===== src/hdl/dbd_pkg.sv =====
// ============================================================================
// dbd_pkg
// Shared widths, constants, stage-control type and the month table for the
// day count between two calendar dates.
// ============================================================================
package dbd_pkg;

    // Largest year accepted; larger years clamp to it.
    localparam int unsigned MAX_YEAR = 9999;

    // Field widths of the input and output words.
    localparam int YEAR_W  = 14;
    localparam int MONTH_W = 4;
    localparam int DAY_W   = 5;
    localparam int OUT_W   = 22;

    // Width of a day number: enough for every clamped year plus a full year.
    localparam int N_W = $clog2(MAX_YEAR * 366 + 400);

    // Width that holds both a difference and the output ceiling.
    localparam int DIFF_W = (N_W > OUT_W) ? N_W : OUT_W;

    // Largest value the output field can show.
    localparam logic [OUT_W-1:0] OUT_MAX = '1;

    // Division by 100 as a multiply by a reciprocal; exact for 14-bit values.
    localparam int RECIP_W     = 13;
    localparam int RECIP_SHIFT = 19;
    localparam logic [RECIP_W-1:0] RECIP_100 = RECIP_W'(5243);
    localparam int PROD_W = YEAR_W + RECIP_W;
    localparam int Q_W    = PROD_W - RECIP_SHIFT;

    // Calendar constants.
    localparam logic [YEAR_W-1:0]  YEAR_FIRST   = YEAR_W'(1);
    localparam logic [YEAR_W-1:0]  CENTURY      = YEAR_W'(100);
    localparam logic [MONTH_W-1:0] MONTH_JAN    = MONTH_W'(1);
    localparam logic [MONTH_W-1:0] MONTH_FEB    = MONTH_W'(2);
    localparam logic [MONTH_W-1:0] MONTH_DEC    = MONTH_W'(12);
    localparam logic [N_W-1:0]     DAYS_IN_YEAR = N_W'(365);

    // Days before a month, plus leap adjust and day of month, fit in this.
    localparam int DBM_W = 9;

    // Number of register stages from input to output register.
    localparam int PIPE_DEPTH = 5;

    // Advance enables for the four stages of the day-number pipeline.
    typedef struct packed {
        logic s1;
        logic s2;
        logic s3;
        logic s4;
    } dbd_adv_t;

    // Days in the months before month m of a common year.
    function automatic logic [DBM_W-1:0] days_before(input logic [MONTH_W-1:0] m);
        logic [DBM_W-1:0] r;
        case (m)
            4'd1:    r = DBM_W'(0);
            4'd2:    r = DBM_W'(31);
            4'd3:    r = DBM_W'(59);
            4'd4:    r = DBM_W'(90);
            4'd5:    r = DBM_W'(120);
            4'd6:    r = DBM_W'(151);
            4'd7:    r = DBM_W'(181);
            4'd8:    r = DBM_W'(212);
            4'd9:    r = DBM_W'(243);
            4'd10:   r = DBM_W'(273);
            4'd11:   r = DBM_W'(304);
            4'd12:   r = DBM_W'(334);
            default: r = DBM_W'(0);
        endcase
        return r;
    endfunction

endpackage


===== src/hdl/dbd_in_if.sv =====
// ============================================================================
// dbd_in_if
// Channel that carries one pair of dates per word.
// ============================================================================
interface dbd_in_if;

    logic                            valid;
    logic                            ready;
    logic [dbd_pkg::YEAR_W-1:0]      year_a;
    logic [dbd_pkg::MONTH_W-1:0]     month_a;
    logic [dbd_pkg::DAY_W-1:0]       day_a;
    logic [dbd_pkg::YEAR_W-1:0]      year_b;
    logic [dbd_pkg::MONTH_W-1:0]     month_b;
    logic [dbd_pkg::DAY_W-1:0]       day_b;

    modport source (
        output valid, year_a, month_a, day_a, year_b, month_b, day_b,
        input  ready
    );

    modport sink (
        input  valid, year_a, month_a, day_a, year_b, month_b, day_b,
        output ready
    );

endinterface


===== src/hdl/dbd_out_if.sv =====
// ============================================================================
// dbd_out_if
// Channel that carries one day count per word.
// ============================================================================
interface dbd_out_if;

    logic                        valid;
    logic                        ready;
    logic [dbd_pkg::OUT_W-1:0]   days_apart;

    modport source (
        output valid, days_apart,
        input  ready
    );

    modport sink (
        input  valid, days_apart,
        output ready
    );

endinterface


===== src/hdl/dbd_day_num.sv =====
// ============================================================================
// dbd_day_num
// Four-stage pipeline that turns one date into its day number:
// 365*(y-1) + leap days before y + days before the month + day of month.
// ============================================================================
module dbd_day_num (
    input  logic                          clk,
    input  dbd_pkg::dbd_adv_t             adv,
    input  logic [dbd_pkg::YEAR_W-1:0]    year,
    input  logic [dbd_pkg::MONTH_W-1:0]   month,
    input  logic [dbd_pkg::DAY_W-1:0]     day,
    output logic [dbd_pkg::N_W-1:0]       day_num
);

    // Stage 1: clamp, reciprocal products, month table.
    logic [dbd_pkg::YEAR_W-1:0]  y_next;
    logic [dbd_pkg::MONTH_W-1:0] m_next;
    logic [dbd_pkg::YEAR_W-1:0]  p_next;

    logic [dbd_pkg::YEAR_W-1:0]  s1_y_reg;
    logic [dbd_pkg::YEAR_W-1:0]  s1_p_reg;
    logic [dbd_pkg::PROD_W-1:0]  s1_yprod_reg;
    logic [dbd_pkg::PROD_W-1:0]  s1_pprod_reg;
    logic [dbd_pkg::DBM_W-1:0]   s1_dbm_reg;
    logic                        s1_late_reg;
    logic [dbd_pkg::DAY_W-1:0]   s1_day_reg;

    // Stage 2: quotients, leap test, 365 times the elapsed years.
    logic [dbd_pkg::Q_W-1:0]     qy;
    logic [dbd_pkg::Q_W-1:0]     qp;
    logic                        div4;
    logic                        div100;
    logic                        leap;

    logic [dbd_pkg::N_W-1:0]     s2_p365_reg;
    logic [dbd_pkg::N_W-1:0]     s2_p4_reg;
    logic [dbd_pkg::N_W-1:0]     s2_q100_reg;
    logic [dbd_pkg::N_W-1:0]     s2_q400_reg;
    logic [dbd_pkg::DBM_W-1:0]   s2_dbm_reg;
    logic                        s2_adj_reg;
    logic [dbd_pkg::DAY_W-1:0]   s2_day_reg;

    // Stage 3: year part and month part; stage 4: their sum.
    logic [dbd_pkg::N_W-1:0]     s3_year_reg;
    logic [dbd_pkg::DBM_W-1:0]   s3_month_reg;
    logic [dbd_pkg::N_W-1:0]     s4_n_reg;

    // Out-of-range years and months are pulled to the nearest legal value.
    always_comb
    begin
        if (year == '0)
        begin
            y_next = dbd_pkg::YEAR_FIRST;
        end
        else if (32'(year) > dbd_pkg::MAX_YEAR)
        begin
            y_next = dbd_pkg::YEAR_W'(dbd_pkg::MAX_YEAR);
        end
        else
        begin
            y_next = year;
        end

        if (month == '0)
        begin
            m_next = dbd_pkg::MONTH_JAN;
        end
        else if (month > dbd_pkg::MONTH_DEC)
        begin
            m_next = dbd_pkg::MONTH_DEC;
        end
        else
        begin
            m_next = month;
        end

        p_next = y_next - dbd_pkg::YEAR_FIRST;
    end

    always_ff @(posedge clk)
    begin
        if (adv.s1)
        begin
            s1_y_reg     <= y_next;
            s1_p_reg     <= p_next;
            s1_yprod_reg <= dbd_pkg::PROD_W'(y_next) * dbd_pkg::PROD_W'(dbd_pkg::RECIP_100);
            s1_pprod_reg <= dbd_pkg::PROD_W'(p_next) * dbd_pkg::PROD_W'(dbd_pkg::RECIP_100);
            s1_dbm_reg   <= dbd_pkg::days_before(m_next);
            s1_late_reg  <= (m_next > dbd_pkg::MONTH_FEB);
            s1_day_reg   <= day;
        end
    end

    // A year divisible by 400 is a multiple of 100 whose century count is
    // a multiple of four.
    always_comb
    begin
        qy     = s1_yprod_reg[dbd_pkg::PROD_W-1:dbd_pkg::RECIP_SHIFT];
        qp     = s1_pprod_reg[dbd_pkg::PROD_W-1:dbd_pkg::RECIP_SHIFT];
        div4   = (s1_y_reg[1:0] == 2'b00);
        div100 = (s1_y_reg == dbd_pkg::YEAR_W'(dbd_pkg::YEAR_W'(qy) * dbd_pkg::CENTURY));
        leap   = (div4 && !div100) || (div100 && (qy[1:0] == 2'b00));
    end

    always_ff @(posedge clk)
    begin
        if (adv.s2)
        begin
            s2_p365_reg <= dbd_pkg::N_W'(s1_p_reg) * dbd_pkg::DAYS_IN_YEAR;
            s2_p4_reg   <= dbd_pkg::N_W'(s1_p_reg >> 2);
            s2_q100_reg <= dbd_pkg::N_W'(qp);
            s2_q400_reg <= dbd_pkg::N_W'(qp >> 2);
            s2_dbm_reg  <= s1_dbm_reg;
            s2_adj_reg  <= s1_late_reg && leap;
            s2_day_reg  <= s1_day_reg;
        end
    end

    // Year part and month part are summed separately to keep each stage short.
    always_ff @(posedge clk)
    begin
        if (adv.s3)
        begin
            s3_year_reg  <= s2_p365_reg + s2_p4_reg - s2_q100_reg + s2_q400_reg;
            s3_month_reg <= s2_dbm_reg + dbd_pkg::DBM_W'(s2_adj_reg)
                            + dbd_pkg::DBM_W'(s2_day_reg);
        end
    end

    always_ff @(posedge clk)
    begin
        if (adv.s4)
        begin
            s4_n_reg <= s3_year_reg + dbd_pkg::N_W'(s3_month_reg);
        end
    end

    assign day_num = s4_n_reg;

endmodule


===== src/hdl/days_between_dates.sv =====
// ============================================================================
// days_between_dates
// Absolute number of days between two Gregorian dates, fully pipelined.
// ============================================================================
//
// Usage:
//   The dates channel takes one word per cycle while not stalled, holding
//   two dates (year, month, day each). The result channel returns one
//   word per input word, in order, holding the absolute day count between
//   the two dates; it is zero when the dates are equal.
//   On the way to a valid result, four stages build each date's day
//   number (clamp and reciprocal multiply, leap test and year multiply,
//   partial sums, final sum), and then the output register takes the
//   difference and saturates it.
//   Throughput is one word per cycle while the receiver does not stall; the
//   two dates run in parallel copies of the day-number pipeline.
//   Each stage carries its own valid bit and advances when it is empty or
//   the next stage advances, so bubbles are squeezed out. When the receiver
//   stalls, the pipeline fills and the dates channel drops ready once all
//   five stages hold a word; nothing is lost or repeated.
//   Reset clears all valid bits; no word is in flight afterward.
//
module days_between_dates (
    input  logic        clk,
    input  logic        rst_n,
    dbd_in_if.sink      dates,
    dbd_out_if.source   result
);

    localparam int LAST = dbd_pkg::PIPE_DEPTH - 1;

    logic [dbd_pkg::PIPE_DEPTH-1:0] valid_reg;
    logic [dbd_pkg::PIPE_DEPTH-1:0] en;
    dbd_pkg::dbd_adv_t              adv;

    logic [dbd_pkg::N_W-1:0]        num_a;
    logic [dbd_pkg::N_W-1:0]        num_b;
    logic [dbd_pkg::N_W-1:0]        diff;
    logic [dbd_pkg::OUT_W-1:0]      days_next;
    logic [dbd_pkg::OUT_W-1:0]      days_reg;

    // A stage advances when it is empty or its successor advances.
    always_comb
    begin
        en[LAST] = !valid_reg[LAST] || result.ready;
        for (int k = LAST - 1; k >= 0; k--)
        begin
            en[k] = !valid_reg[k] || en[k + 1];
        end
        adv.s1 = en[0];
        adv.s2 = en[1];
        adv.s3 = en[2];
        adv.s4 = en[3];
    end

    assign dates.ready = en[0];

    // Valid bits move with the data.
    always_ff @(posedge clk or negedge rst_n)
    begin
        if (!rst_n)
        begin
            valid_reg <= '0;
        end
        else
        begin
            if (en[0])
            begin
                valid_reg[0] <= dates.valid;
            end
            for (int k = 1; k <= LAST; k++)
            begin
                if (en[k])
                begin
                    valid_reg[k] <= valid_reg[k - 1];
                end
            end
        end
    end

    // Day numbers of both dates.
    dbd_day_num u_num_a (
        .clk     (clk),
        .adv     (adv),
        .year    (dates.year_a),
        .month   (dates.month_a),
        .day     (dates.day_a),
        .day_num (num_a)
    );

    dbd_day_num u_num_b (
        .clk     (clk),
        .adv     (adv),
        .year    (dates.year_b),
        .month   (dates.month_b),
        .day     (dates.day_b),
        .day_num (num_b)
    );

    // Magnitude of the difference, held at the output ceiling if too wide.
    always_comb
    begin
        diff = (num_a >= num_b) ? (num_a - num_b) : (num_b - num_a);
        if (dbd_pkg::DIFF_W'(diff) > dbd_pkg::DIFF_W'(dbd_pkg::OUT_MAX))
        begin
            days_next = dbd_pkg::OUT_MAX;
        end
        else
        begin
            days_next = dbd_pkg::OUT_W'(diff);
        end
    end

    always_ff @(posedge clk)
    begin
        if (en[LAST])
        begin
            days_reg <= days_next;
        end
    end

    assign result.valid      = valid_reg[LAST];
    assign result.days_apart = days_reg;

endmodule


===== src/flat_wrapper.sv =====
// flat-port wrapper written by rule: the top's interface ports become plain ports
module days_between_dates_flat 
  (clk, rst_n, dates_valid, dates_year_a, dates_month_a, dates_day_a, dates_year_b, dates_month_b, dates_day_b, dates_ready, result_valid, result_days_apart, result_ready);
  dbd_in_if dates_i ();
  dbd_out_if result_i ();
  input  logic clk;
  input  logic rst_n;
  input wire logic [$bits(dates_i.valid)-1:0] dates_valid;
  input wire logic [$bits(dates_i.year_a)-1:0] dates_year_a;
  input wire logic [$bits(dates_i.month_a)-1:0] dates_month_a;
  input wire logic [$bits(dates_i.day_a)-1:0] dates_day_a;
  input wire logic [$bits(dates_i.year_b)-1:0] dates_year_b;
  input wire logic [$bits(dates_i.month_b)-1:0] dates_month_b;
  input wire logic [$bits(dates_i.day_b)-1:0] dates_day_b;
  output wire logic [$bits(dates_i.ready)-1:0] dates_ready;
  output wire logic [$bits(result_i.valid)-1:0] result_valid;
  output wire logic [$bits(result_i.days_apart)-1:0] result_days_apart;
  input wire logic [$bits(result_i.ready)-1:0] result_ready;
  assign dates_i.valid = dates_valid;
  assign dates_i.year_a = dates_year_a;
  assign dates_i.month_a = dates_month_a;
  assign dates_i.day_a = dates_day_a;
  assign dates_i.year_b = dates_year_b;
  assign dates_i.month_b = dates_month_b;
  assign dates_i.day_b = dates_day_b;
  assign dates_ready = dates_i.ready;
  assign result_valid = result_i.valid;
  assign result_days_apart = result_i.days_apart;
  assign result_i.ready = result_ready;
  days_between_dates u_core (.clk(clk), .rst_n(rst_n), .dates(dates_i), .result(result_i));
endmodule

===== config.mk =====
export PLATFORM = sky130hd
export DESIGN_NAME = days_between_dates_flat
export DESIGN_NICKNAME = d
export VERILOG_FILES = /design/src/hdl/dbd_pkg.sv /design/src/hdl/dbd_in_if.sv /design/src/hdl/dbd_out_if.sv /design/src/hdl/dbd_day_num.sv /design/src/hdl/days_between_dates.sv /design/src/flat_wrapper.sv
export SDC_FILE = /design/constraint.sdc
export NUM_CORES = 2
export LEC_CHECK = 0
export BUFFER_PORTS_ARGS = -buffer_cell sky130_fd_sc_hd__buf_2
export CORE_AREA = 2 2 188 374
export DETAILED_ROUTE_END_ITERATION = 12
export DIE_AREA = 0 0 190 376
export GPL_TIMING_DRIVEN = 0
export PLACE_DENSITY = 0.76
export SKIP_LAST_GASP = 1
export SLEW_MARGIN = 20
export SYNTH_ARGS = -nofsm -noshare
export SYNTH_HDL_FRONTEND = slang
export SYNTH_SLANG_ARGS = --single-unit

===== constraint.sdc =====
create_clock -name clk -period 9.4 [get_ports clk]
set_clock_uncertainty 0.2 [all_clocks]
set_input_delay 1.88 -clock clk [delete_from_list [all_inputs] [get_ports clk]]
set_output_delay 1.88 -clock clk [all_outputs]
set_load 0.02 [all_outputs]

==> results.md <==
- Nets: 4855
- Critical path buffers and inverters: 3
- CTS Buf Count: 35
- Max Cap Violations: 0
- Rel. slew slack: 0.3875
- Gr usage total: 0.2221
- Clk sink count: 365
- Vias/cell: 5.338
- Syn. warnings: 0
- WL/cell: 16.51 um
- Vias in the first global route: 26870
- Post-synth EDFFs: 360
- Final setup fails: 0
- Largest net degree at the start of global routing: 86
- Finished Cell Area: 0.04201 mm^2
- Worst Hold Class: register to register
- Fraction of registers with async set/reset: 0.01370
- Syn Inst Count: 3548
- Top cell by count, worst path: fa_1
- Die X: 190 um
- Clock-pin slew on the worst setup and hold paths: 70 ps
- P&R area growth vs syn: 8.709%
- Synth Register Bits: 365
- Largest family of logic cells by synthesized area: adder cells
- Crit-path slowest cell: a21oi_2
- Achievable Freq: 110.3 MHz
- Post-route clock period utilization: 0.9642
- Critical setup path kind: input port to register
- Drc violations: 0
- PortBufs: 71
- Ys flop type: edfxtp_1
- Measured slew at the worst slew-check pin: 910.6 ps
- Synth Cell Area: 0.03865 mm^2
- Syn_nets: 4710
- IO Count: 74
- Initial core utilization: 0.5635
- Outcome: complete, no violations
- Die height: 376 um
- Worst Path Arrival: 9180 ps
- Sequential cell area fraction in the yosys report: 0.2830
- Core area: 0.06858 mm^2
- Adder-cell share of the synthesized area: 0.4327
- Cell variety after synth: 76
- Crit path largest cell delay: 620 ps
- Startpoint types: input port
- Total wire length: 76.21 mm
- Compound-Gate Fraction of Synth Area: 0.07427
- XOR/XNOR Fraction of Synth Area: 0.05611
- Row cnt: 136
- Crit-path leading delay family: compound AO/OA/AOI/OAI gates
- Crit path required time: 9520 ps
- Fin crit period: 9063 ps
- Cts-stage hold buffer count: 0
- Final Hold Fails: 0
- Placed cell area: 0.04035 mm^2
- Slew Limit Fails: 0
- Initial antenna violation count: 4
- Final ANT Viol Nets: 0
- Setup TNS: 0 ps
- Dpl cells: 4528
- Non-filler cells, final: 4617
- Setup crit end kind: register
- Number of H-tree levels: 2
- Multiplexer area fraction after synthesis: 0.007608
- DPL Wire Length: 65.22 mm
- Initial detailed-routing violation count: 879
- Via count: 24640
- Fraction of layout cells with a size suffix above 1: 0.06211
- CP max FO: 9
- Die footprint: 0.07144 mm^2
- Avg Cell Area, Syn: 10.89 um^2
- Area share of and/or/nand/nor cells after synthesis: 0.05701
- TritonCTS clock tree: done
- First-pass DRT Iterations: 5
- Gr ovfl total: 0
- First-pass GRT wire length: 125.3 mm
- Clock Path Buffers: 3
- Root buf cell: clkbuf_16
- Placer Congestion: 0.9089
- Worst-Skew Late Latency: 560 ps
## per-layer routing
metal | vias up | track usage | share of wire
li1 | 11920 | - | -
met1 | 12020 | 0.2004 | 0.32
met2 | 445 | 0.4554 | 0.58
met3 | 262 | 0.01974 | 0.024
met4 | 2 | 0.1420 | 0.074
met5 | - | 0 | 0.00012
## stage by stage
step	hold WS (ps)	setup slack, ps	utilization
CTS	206.8	2.799	0.6083
global placement	202.3	-2761	0.5851
global route	222.4	-19.03	0.6126
detailed placement	204.5	-1330	0.5883
finish	209.8	336.9	0.6126
floorplan	200.3	109.5	-
## worst reg2reg max path, stage by stage (launching register included)
cell       delay (ps)
edfxtp_1          500
ha_1              430
inv_1              80
fa_1              480
inv_1              40
ha_1              260
inv_1              50
fa_1              550
inv_1              50
ha_1              270
a21o_1            180
a21oi_1           210
o21bai_1          140
o311ai_1          270
nand3_1           160
o41ai_2           400
o2111ai_1         220
a21oi_1           200
xnor2_1            70
## synthesized netlist by cell type, types with 18 or more instances
| cell | n | share of area |
|---|---|---|
| fa_1 | 374 | 0.19 |
| ha_1 | 738 | 0.24 |
| clkbuf_1 | 19 | 0.0018 |
| inv_1 | 893 | 0.087 |
| o21ai_0 | 70 | 0.0091 |
| nor3_1 | 39 | 0.0051 |
| nand3_1 | 39 | 0.0051 |
| edfxtp_1 | 360 | 0.28 |
| o21a_1 | 20 | 0.0039 |
| mux2i_1 | 26 | 0.0067 |
| nand2_1 | 105 | 0.010 |
| a21o_1 | 92 | 0.018 |
| xnor2_1 | 171 | 0.039 |
| nor2_1 | 128 | 0.012 |
| xor2_1 | 71 | 0.016 |
| nor2b_1 | 35 | 0.0057 |
| a21oi_1 | 104 | 0.013 |
| nand2b_1 | 20 | 0.0032 |
| nand4_1 | 18 | 0.0029 |
## layout by cell type (no fill, tap or decap), drive strengths merged, types with 7 or more instances in the layout
master / n
nand3: 39
and2: 10
a21boi: 13
fa: 374
buf: 110
nor2b: 35
nand4: 18
xnor2: 174
a221oi: 8
ha: 738
a211o: 7
nor4: 9
o21ai: 81
edfxtp: 360
a21o: 92
nor2: 129
xor2: 71
a31oi: 14
nand2b: 20
nor3: 39
a21oi: 107
clkbuf: 63
and3: 17
or3: 12
mux2i: 26
a211oi: 13
o21a: 20
nand2: 105
clkinv: 7
o21bai: 15
inv: 899
## final timing paths
| kind | from | to | slack [ps] | depth (start not counted) |
|---|---|---|---|---|
| worst min register to register | u_core.u_num_b.s1_pprod_reg[26] | u_core.u_num_b.s2_q400_reg[5] | 210 | 0 |
| worst min-delay path | u_core.u_num_b.s1_pprod_reg[26] | u_core.u_num_b.s2_q400_reg[5] | 210 | 0 |
| worst max-delay path | dates_year_a[7] | u_core.u_num_a.s1_pprod_reg[26] | 340 | 29 |
| min in group asynchronous | rst_n | u_core.valid_reg[0] | 970 | 1 |
| max in group asynchronous | rst_n | u_core.valid_reg[1] | 7820 | 1 |
| worst max register to register | u_core.u_num_a.s1_p_reg[4] | u_core.u_num_a.s2_p365_reg[20] | 4380 | 18 |
## repair_timing
item | in CTS | in global routing
endpoints found under the setup margin | 15 | 11
pin swaps | 1 | 10
resized for setup | 20 | 26
buffers inserted | 2 | 23
## area by class of cell
| cell class | instances | area, um^2 |
|---|---|---|
| timing repair buffer | 108 | 734.5 |
| sequential | 365 | 10940 |
| antenna | 1 | 2.502 |
| clock inverter | 19 | 284.0 |
| clock buffer | 44 | 950.9 |
| tap | 897 | 1122 |
| multi-input combinational | 2267 | 24530 |
| buffer | 21 | 93.84 |
| fill | 5387 | 26560 |
| inverter | 895 | 3359 |
## cell families after synthesis
family          after synthesis
buf+inv                     916
fa+ha+maj                  1112
xor+xnor                    245
flops                       365
compound gates              425
simple gates                456
mux                          29
Power is left out: the tool's default activity adds up to more than one toggle a clock period on the data nets, which glitch-free logic cannot reach.
